**src/hdl/lifa_pkg.sv**
```systemverilog
// Shared types, constants and saturation helper for the LIF neuron array unit.
// No dependencies; every other file in hdl/ except lifa_state_ram imports this package.
package lifa_pkg;

    localparam int NEURONS = 1024;
    localparam int IDX_W   = $clog2(NEURONS);
    localparam int CFG_AW  = 5;

    localparam logic OP_UPDATE = 1'b0;
    localparam logic OP_CLEAR  = 1'b1;

    localparam logic [2:0] REG_REST      = 3'd0;
    localparam logic [2:0] REG_RESET     = 3'd1;
    localparam logic [2:0] REG_THRESHOLD = 3'd2;
    localparam logic [2:0] REG_REFRACT   = 3'd3;
    localparam logic [2:0] REG_INH_REV   = 3'd4;
    localparam logic [2:0] REG_MEM_GAIN  = 3'd5;
    localparam logic [2:0] REG_THETA_INC = 3'd6;
    localparam logic [2:0] REG_THETA_DEC = 3'd7;

    typedef struct packed {
        logic              opcode;
        logic [IDX_W-1:0]  neuron_index;
        logic [31:0]       time_tick;
        logic signed [31:0] exc_input;
        logic signed [31:0] inh_input;
    } in_item_t;

    typedef struct packed {
        logic [IDX_W-1:0]  neuron_out;
        logic              spiked;
        logic signed [31:0] potential;
    } out_item_t;

    typedef struct packed {
        logic signed [31:0] rest_level;
        logic signed [31:0] reset_level;
        logic signed [31:0] threshold_base;
        logic [15:0]        refractory_ticks;
        logic signed [31:0] inhibitory_reversal;
        logic [15:0]        membrane_gain;
        logic [30:0]        theta_increment;
        logic [15:0]        theta_decay_gain;
    } cfg_t;

    // One neuron entry as stored in memory.
    typedef struct packed {
        logic signed [31:0] v;
        logic signed [31:0] ge;
        logic signed [31:0] gi;
        logic signed [31:0] th;
        logic [31:0]        last;
        logic               ever;
    } nstate_t;

    typedef struct packed {
        logic             en;
        logic [IDX_W-1:0] addr;
        nstate_t          data;
    } wb_t;

    function automatic logic signed [31:0] sat32(input logic signed [65:0] x);
        logic signed [31:0] r;
        if (x > 66'sd2147483647) begin
            r = 32'sh7FFF_FFFF;
        end else if (x < -66'sd2147483648) begin
            r = 32'sh8000_0000;
        end else begin
            r = x[31:0];
        end
        return r;
    endfunction

endpackage

```
**src/hdl/lifa_apb_regs.sv**
```systemverilog
// APB configuration register file for the LIF neuron array unit.
// Depends on lifa_pkg.
module lifa_apb_regs (
    input  logic                       aclk,
    input  logic                       aresetn,
    input  logic                       psel,
    input  logic                       penable,
    input  logic                       pwrite,
    input  logic [lifa_pkg::CFG_AW-1:0] paddr,
    input  logic [31:0]                pwdata,
    output logic [31:0]                prdata,
    output logic                       pready,
    output lifa_pkg::cfg_t             cfg
);
    import lifa_pkg::*;

    cfg_t       cfg_reg;
    logic [2:0] sel;

    assign sel    = paddr[CFG_AW-1:2];
    assign pready = 1'b1;
    assign cfg    = cfg_reg;

    always_ff @(posedge aclk) begin
        if (!aresetn) begin
            cfg_reg <= '0;
        end else if (psel && penable && pwrite) begin
            unique case (sel)
                REG_REST:      cfg_reg.rest_level          <= pwdata;
                REG_RESET:     cfg_reg.reset_level         <= pwdata;
                REG_THRESHOLD: cfg_reg.threshold_base      <= pwdata;
                REG_REFRACT:   cfg_reg.refractory_ticks    <= pwdata[15:0];
                REG_INH_REV:   cfg_reg.inhibitory_reversal <= pwdata;
                REG_MEM_GAIN:  cfg_reg.membrane_gain       <= pwdata[15:0];
                REG_THETA_INC: cfg_reg.theta_increment     <= pwdata[30:0];
                REG_THETA_DEC: cfg_reg.theta_decay_gain    <= pwdata[15:0];
                default: ;
            endcase
        end
    end

    always_comb begin
        unique case (sel)
            REG_REST:      prdata = cfg_reg.rest_level;
            REG_RESET:     prdata = cfg_reg.reset_level;
            REG_THRESHOLD: prdata = cfg_reg.threshold_base;
            REG_REFRACT:   prdata = {16'b0, cfg_reg.refractory_ticks};
            REG_INH_REV:   prdata = cfg_reg.inhibitory_reversal;
            REG_MEM_GAIN:  prdata = {16'b0, cfg_reg.membrane_gain};
            REG_THETA_INC: prdata = {1'b0, cfg_reg.theta_increment};
            REG_THETA_DEC: prdata = {16'b0, cfg_reg.theta_decay_gain};
            default:       prdata = '0;
        endcase
    end
endmodule

```
**config.mk**
```make
export PLATFORM = sky130hd
export DESIGN_NAME = lifa_apb_regs
export DESIGN_NICKNAME = d
export VERILOG_FILES = /design/src/hdl/lifa_pkg.sv /design/src/hdl/lifa_apb_regs.sv
export SDC_FILE = /design/constraint.sdc
export NUM_CORES = 1
export LEC_CHECK = 0
export BUFFER_PORTS_ARGS = -buffer_cell sky130_fd_sc_hd__clkbuf_2
export CAP_MARGIN = 5
export CORE_UTILIZATION = 45
export DETAILED_ROUTE_END_ITERATION = 12
export GPL_TIMING_DRIVEN = 0
export PLACE_DENSITY = 0.71
export REMOVE_ABC_BUFFERS = 1
export SYNTH_ARGS = -nofsm -noshare
export SYNTH_HDL_FRONTEND = slang
export SYNTH_SLANG_ARGS = --single-unit
export TNS_END_PERCENT = 1
```
**constraint.sdc**
```tcl
create_clock -name aclk -period 3.9 [get_ports aclk]
set_clock_uncertainty 0.1 [all_clocks]
set_input_delay 0.39 -clock aclk [delete_from_list [all_inputs] [get_ports aclk]]
set_output_delay 0.39 -clock aclk [all_outputs]
set_load 0.01 [all_outputs]
```
After elaboration in Yosys (flattened, before gate mapping)
Index checks and enable logic that the tools add are counted.
{"block": "word_totals", "register_bits": 207, "inputBits": 42, "wordCells": 27}
{"block": "classes", "n_eq_ne": 7, "muxes": 1, "reduce_logical": 11}
{"op": "32-bit one-hot mux with 8 select lines", "n": 1}
{"op": "2-bit AND reduction", "n": 8}
{"op": "3-bit == test, second input constant", "n": 4}
{"op": "3-bit by 2-bit == test with 1-bit output, second input constant", "n": 2}
{"op": "3-bit by 1-bit == test with 1-bit output, second input constant", "n": 1}
{"op": "3-bit logical NOT", "n": 1}
{"op": "1-bit logical AND", "n": 2}

Longest topological paths before layout
Gate-level depths: netlist of run 1.
{"block": "logic_depth", "depth_word": 3, "mapped_depth": 6}

Worst setup path before layout of run 1
OpenSTA, ideal clock, no wires.
{"block": "synth_path", "kind": "input to output", "startpoint": "input port paddr[4] in the netlist's numbering", "endpoint": "output port prdata[19]", "t_arrival_ns": 1.409, "required_time_ns": 3.410, "slack_ns": 2.001, "path_stages": 5, "n_path_buf": 2, "path_cell_list": "buf_4 nor2_2 buf_2 nand3_1 a221oi_1"}
{"block": "synth_between", "elab_chain_len": 2, "word_cells_on_any_way": 9}
{"element": "from (decl)", "line_no": "lifa_apb_regs.sv:9", "rtl": "input logic [lifa_pkg::CFG_AW-1:0] paddr,"}
{"element": "3-bit == test, or another cell as far along", "line_no": "lifa_apb_regs.sv:43", "rtl": "unique case (sel)"}
{"element": "32-bit one-hot mux with 8 select lines (*)", "line_no": "lifa_apb_regs.sv:43"}
{"element": "to (decl)", "line_no": "lifa_apb_regs.sv:11", "rtl": "output logic [31:0] prdata,"}
Mark *: on every way between the ends. The rest lies on a longest branch, timed or not.

Final worst setup path of run 1
{"block": "layout_path", "startpoint": "input port paddr[2] in the netlist's numbering", "endpoint": "output port prdata[7]"}
Same word-level chain as after synthesis.

==> run metrics, run 1 <==
core area=20400 um2; static leakage=4.70 nW; max FFs per register=207; Crit Path Class=input port to primary output; wire length per cell=19.3 um; Area Growth Syn to Fin=21.8%; HP Start=pwdata[26]; Antenna Cells=0; sequential fraction of the synthesis area=43.7%; RSZ-0062 raised after global routing=false; crit share post-route=82.7%; beginning of the worst register-to-register path=cfg[0]; slowest CP cell=nor2b_1; status=complete, no violations; Setup-failing EPs final=0; worst hold path class=input port to flop; port bufs=278; overall power=4.56 mW; most frequent cells in the layout=clkbuf_2, mux2i_1, nand2_1; multi-input gate area in the final layout=4790 um2; Register Area=4140 um2; CP endpoint kind=primary output; setup tns final=0 ns; critical path's largest stage delay=0.84 ns; vias in the first global route=7722; CP Max Fanout=44; Chip Width=147 um; fin cells=1464; Final Critical Period=3.22 ns; CP required=3.41 ns; worst-margin pin slew=1.02 ns; final wirelength=28300 um; max cap viols=0; Fill cells=1853; critical path cell sequence=clkbuf_4 > buf_12 > nor2b_1 > a221oi_1 > o22ai_1 > clkbuf_2; critical path launch point type=input port; DRC viols=0; Vias/cell=5.45; Power Dens Cells=395 nW/um2; antenna-violating nets left=0; overall routing resource usage=25.3%; num rows=52; CP top delay family=buffers and inverters; Die H=147 um; final hold violations=0; design area=11500 um2; worst path bufs/invs=3; commonest non-fill, non-tap cell in the layout=clkbuf_2; Post-Synthesis Mean Instance Area=9.99 um2; GP Congestion=0.803; First-pass DRT Iterations=5; worst endpoint data arrival time=2.73 ns; Max Buffers Root-to-Sink=3; CTS tree=yes; fin util=56.5%; Final HPWL DP=17300 um; worst hold stages=3; Mapped Area=9470 um2; clock sink count=207; GR Overflow Total=0; post-CTS setup buffer count=0; worst ir drop on vdd=245 uV; TritonCTS buffer count=23; Ports=282; share of cells above drive strength 1=30.0%; drt initial violations=388; largest net degree at the start of global routing=134; Nets=1220; routed via count=7980; post-synth cell types=36; synthesis-stage register bit count=207; Clock transition at path regs=0.06 ns; Ys Warns=0; initial antenna violation count=0; Max Slew Vio Count=0; Post-CTS Resized=0; Slew HR=32.2%; f_max=0.310 GHz; DIE AREA=21600 um2; Clock Latency Late Sink=0.49 ns; WHS Endpoint=cfg[137]; first-pass GRT wire length=43500 um; starting density of the core=46.4%; RR Endpoint=cfg[0]; Root Buffer=clkbuf_16; dpl cells=1423; worst reg-to-reg setup slack=3.13 ns; R2R cell count=2; Synth Instances=948; Hold-fix buffers, CTS=0; post-place instance area=10800 um2; H-tree levels=1
[through the flow]
step	hold slack (ns)	worst slack, ns
detailed placement	0.361	0.701
floorplan	0.387	1.59
global placement	0.353	-1.45
global route	0.140	0.539
finish	0.137	0.676
CTS	0.121	0.682
[report_power, final]
group	total (mW)	internal (mW)	leakage, nW	switching (mW)
registers	2.14	2.13	1.67	0.0128
logic	0.327	0.106	2.69	0.221
clock network	2.09	1.23	0.346	0.853
[layer usage]
metal / GRT usage, % / up-vias / share of wire [%]
met5: 0 / - / 0
met4: 5.93 / 0 / 1.7
met3: 5.53 / 41 / 7.5
met2: 43.0 / 305 / 48
met1: 32.6 / 3848 / 43
li1: - / 3786 / -
[cells in the mapped netlist (all sizes together)]
cell type	instances	share of area, %
nor2b	12	0.79
o32a	3	0.32
mux2i	239	25
and2	1	0.066
nor2	15	1.8
o22ai	22	1.5
nand3b	4	0.32
buf	49	4.5
dfxtp	207	44
nand4b	1	0.25
clkbuf	30	1.2
a22o	8	0.74
a22oi	19	1.5
nand3	10	0.53
o21bai	6	0.48
nand2b	2	0.21
mux2	19	2.3
nand2	240	9.5
conb	1	0.040
or2	10	0.66
inv	4	0.16
o211ai	9	0.71
a221oi	27	2.5
nand4	1	0.22
a2bb2oi	9	0.83
[worst max path at each step]
| stage | start | end | slack [ns] | cells past startpoint |
|---|---|---|---|---|
| 6_report | paddr[2] | prdata[7] | 0.68 | 6 |
| 5_1_grt | paddr[2] | prdata[5] | 0.54 | 6 |
| 4_1_cts | paddr[2] | prdata[7] | 0.68 | 6 |
| 3_5_place_dp | paddr[2] | prdata[7] | 0.70 | 6 |
| 3_3_place_gp | aresetn | cfg[116] | -1.45 | 3 |
| 2_1_floorplan | paddr[2] | cfg[16] | 1.59 | 3 |
[cell families after synthesis]
kind of cell,synth area share (%)
compound gates,8.53
simple gates,14.3
other cells,0.0396
buf+inv,5.82
mux,27.5
flops,43.7
[cell type report]
class / instances / share of cell area (%)
clock inverter: 4 / 0.412
sequential: 207 / 35.9
timing repair buffer: 284 / 13.3
tap: 270 / 2.93
clock buffer: 37 / 5.79
inverter: 4 / 0.130
multi-input combinational: 658 / 41.5
[worst register-to-register path, stage by stage, from the launching register on]
cell and delay [ns]:
dfxtp_1 0.39, nand2_1 0.07, mux2i_1 0.14
Power figures use the tool's default switching activity.
==> run 2, diff against run 1 <==
==> constraint.sdc (replaced) <==
create_clock -name aclk -period 3.1 [get_ports aclk]
set_clock_uncertainty 0.1 [all_clocks]
set_input_delay 0.31 -clock aclk [delete_from_list [all_inputs] [get_ports aclk]]
set_output_delay 0.31 -clock aclk [all_outputs]
set_load 0.01 [all_outputs]
==> run metrics, run 2 (synthesis gave the netlist of run 1 again) <==
status=complete, no violations; Final HPWL DP=17300 um; static leakage=4.71 nW; CP required=2.69 ns; Hold-fix buffers, CTS=0; f_max=0.342 GHz; Slew HR=34.7%; Power Dens Cells=496 nW/um2; routed via count=8017; Antenna Cells=0; Nets=1220; Clock Latency Late Sink=0.49 ns; H-tree levels=1; CTS tree=yes; dpl cells=1423; first-pass GRT wire length=43500 um; Crit Path Class=input port to primary output; worst hold path class=input port to flop; GR Overflow Total=0; Setup-failing EPs final=0; Clock transition at path regs=0.06 ns; Root Buffer=clkbuf_16; commonest non-fill, non-tap cell in the layout=clkbuf_2; Die H=147 um; DRC viols=0; wire length per cell=19.3 um; vias in the first global route=7722; RSZ-0062 raised after global routing=false; DIE AREA=21600 um2; critical path's largest stage delay=0.75 ns; antenna-violating nets left=0; TritonCTS buffer count=23; max FFs per register=207; num rows=52; Max Buffers Root-to-Sink=3; clock sink count=207; Fill cells=1852; overall power=5.72 mW; CP Max Fanout=48; slowest CP cell=clkbuf_4; Area Growth Syn to Fin=21.8%; max cap viols=0; final wirelength=28300 um; Chip Width=147 um; post-CTS setup buffer count=0; critical path launch point type=input port; critical path cell sequence=clkbuf_4 > inv_1 > a221oi_1 > o22ai_1 > clkbuf_2; largest net degree at the start of global routing=134; overall routing resource usage=25.3%; drt initial violations=385; worst endpoint data arrival time=2.51 ns; worst-margin pin slew=0.980 ns; most frequent cells in the layout=clkbuf_2, mux2i_1, nand2_1; Final Critical Period=2.92 ns; Max Slew Vio Count=0; fin cells=1464; CP endpoint kind=primary output; First-pass DRT Iterations=5; Ports=282; worst ir drop on vdd=307 uV; starting density of the core=46.4%; crit share post-route=94.3%; core area=20400 um2; Vias/cell=5.48; share of cells above drive strength 1=30.1%; final hold violations=0; GP Congestion=0.803; initial antenna violation count=0; port bufs=278
## run 2: changes by cell type in the layout (fill, tap and decap cells not counted)
| cell | delta |
|---|---|
| nor2b_1 | -1 |
| nor2b_2 | +1 |
## run 2: path summary, 6_finish.rpt
check | startpoint | endpoint | slack [ns] | depth (start not counted)
worst min register to register | cfg[68] | cfg[68] | 0.37 | 2
worst min-delay path | pwdata[31] | cfg[142] | 0.06 | 3
worst max-delay path | paddr[3] | prdata[14] | 0.18 | 5
worst max register to register | cfg[0] | cfg[0] | 2.33 | 2
## run 2: timing repair
action,CTS,global route
hold endpoints to repair,0,0
setup endpoints to repair,0,9
resized for setup,0,1
## run 2: worst max-delay path: cells and delay by family
kind	cells	cell delay, ns
AO/OA/AOI/OAI	2	0.58
buffers and inverters	3	1.58
## run 2: per-stage QoR
stage	hold WS, ns	setup WS (ns)	setup TNS (ns)	instance area, um2	util [%]
5_1_grt	0.0603	0.0477	0	11500	56.5
3_3_place_gp	0.353	-2.17	-455.52	10700	52.2
2_1_floorplan	0.357	0.869	0	8940	-
3_5_place_dp	0.361	0.0588	0	10800	53.0
6_report	0.0560	0.177	0	11500	56.5
4_1_cts	0.0412	0.0424	0	11500	56.5
## run 2: per-layer routing
metal,share of wire (%),GRT usage (%),vias up
li1,-,-,3796
met1,43,32.6,3875
met2,48,43.0,301
met3,7.5,5.53,45
met4,1.6,5.93,0
met5,0,0,-
## run 2: power by group
part / leakage [nW] / switching, mW / total [mW] / internal [mW]
Clock: 0.346 / 1.06 / 2.62 / 1.55
Sequential: 1.67 / 0.0161 / 2.70 / 2.68
Combinational: 2.69 / 0.278 / 0.412 / 0.134
Total: 4.71 / 1.36 / 5.72 / 4.37
## run 2: cell type report
type,count,area [um2],share of cell area [%]
Timing Repair Buffer,284,1530,13.3
Sequential cell,207,4140,35.9
Multi-Input combinational cell,658,4790,41.6
Inverter,4,15.0,0.130
Clock buffer,37,668,5.79
Tap cell,270,338,2.93
Clock inverter,4,47.5,0.412
==> run 3, diff against run 2 <==
--- a/config.mk
+++ b/config.mk
@@ -11,6 +11,7 @@
 export DETAILED_ROUTE_END_ITERATION = 12
 export GPL_TIMING_DRIVEN = 0
 export PLACE_DENSITY = 0.71
+export RECOVER_POWER = 50
 export REMOVE_ABC_BUFFERS = 1
 export SYNTH_ARGS = -nofsm -noshare
 export SYNTH_HDL_FRONTEND = slang
==> run metrics, run 3 (synthesis gave the netlist of run 1 again) <==
Die H=147 um; Final Critical Period=2.92 ns; DRC viols=0; setup tns final=0 ns; antenna-violating nets left=0; worst ir drop on vdd=308 uV; critical path cell sequence=clkbuf_4 > inv_1 > a221oi_1 > o22ai_1 > clkbuf_2; crit share post-route=94.2%; Root Buffer=clkbuf_16; starting density of the core=46.4%; worst hold stages=3; GR Overflow Total=0; CP endpoint kind=primary output; R2R cell count=2; Nets=1220; Final HPWL DP=17300 um; Max Slew Vio Count=0; slowest CP cell=clkbuf_4; max FFs per register=207; final hold violations=0; routed via count=8034; TritonCTS buffer count=23; Power Dens Cells=508 nW/um2; num rows=52; drt initial violations=404; largest net degree at the start of global routing=134; vias in the first global route=7722; final wirelength=28300 um; met1 global-route usage=32.6%; GR Util met2=43.0%; core area=20400 um2; Clock Latency Late Sink=0.49 ns; Chip Width=147 um; Post-CTS Resized=0; GP Congestion=0.803; Slew HR=4.49%; worst endpoint data arrival time=2.51 ns; Crit Path Class=input port to primary output; critical path's largest stage delay=0.75 ns; Area Growth Syn to Fin=18.8%; max cap viols=0; met3 usage=5.53%; CP top delay family=buffers and inverters; share of cells above drive strength 1=12.6%; initial antenna violation count=0; Crit path depth=5; static leakage=3.96 nW; CP required=2.69 ns; Max Buffers Root-to-Sink=3; Ports=282; overall power=5.72 mW; Hold-fix buffers, CTS=0; worst-margin pin slew=1.43 ns; wire length per cell=19.4 um; CTS tree=yes; CP Max Fanout=48; clock sink count=207; first-pass GRT wire length=43500 um; f_max=0.343 GHz; grt peak-use layer=met2; post-CTS setup buffer count=0; Clock transition at path regs=0.06 ns; critical path launch point type=input port; H-tree levels=1; worst hold path class=input port to flop; worst path bufs/invs=3; Setup-failing EPs final=0; most frequent cells in the layout=mux2i_1, nand2_1, clkbuf_1; First-pass DRT Iterations=5; status=complete, no violations; RSZ-0062 raised after global routing=false; DIE AREA=21600 um2; overall routing resource usage=25.3%; Vias/cell=5.49; port bufs=278; Antenna Cells=0
## run 3: cell count changes in the layout (fill, tap and decap cells not counted)
| cell | delta |
|---|---|
| clkbuf_1 | +207 |
| clkbuf_2 | -207 |
| nand4_1 | +1 |
| nand4_4 | -1 |
| nor2_2 | +1 |
| nor2_8 | -1 |
## run 3: metal layers
| layer | part of all wire, % | vias to the layer above |
|---|---|---|
| met4 | 1.5 | 0 |
| met3 | 7.9 | 43 |
| met2 | 47 | 305 |
| li1 | - | 3796 |
| met1 | 43 | 3890 |
| met5 | 0 | - |
## run 3: cell type report
class | count | area (um2)
Fill cell | 1960 | 9180
Multi-Input combinational cell | 658 | 4770
Sequential cell | 207 | 4140
Timing Repair Buffer | 284 | 1270
Clock buffer | 37 | 668
Tap cell | 270 | 338
Clock inverter | 4 | 47.5
Inverter | 4 | 15.0
## run 3: worst min-delay path, stage by stage
cell      delay [ns]
clkbuf_2        0.08
nand2_1         0.13
mux2i_1         0.09
## run 3: report_power, final
part	leakage [nW]	switching, mW	internal [mW]	total (mW)
clock network	0.346	1.07	1.55	2.62
logic	1.95	0.275	0.129	0.404
registers	1.67	0.0160	2.68	2.70
total	3.96	1.36	4.36	5.72
## run 3: final timing paths
kind | end | from | slack, ns
hold / removal | cfg[137] | pwdata[26] | 0.05
setup reg to reg | cfg[187] | cfg[187] | 2.32
hold reg to reg | cfg[74] | cfg[74] | 0.37
setup / recovery | prdata[14] | paddr[3] | 0.18
## run 3: metrics by stage
step | hold slack [ns] | cell area, um2 | util (%) | instances | worst slack [ns]
6_report | 0.0533 | 11200 | 55.1 | 1464 | 0.181
3_3_place_gp | 0.353 | 10700 | 52.2 | 1417 | -2.17
2_1_floorplan | 0.357 | 8940 | - | 869 | 0.869
4_1_cts | 0.0412 | 11500 | 56.5 | 1464 | 0.0424
5_1_grt | 0.0603 | 11200 | 55.1 | 1464 | 0.0477
3_5_place_dp | 0.361 | 10800 | 53.0 | 1423 | 0.0588
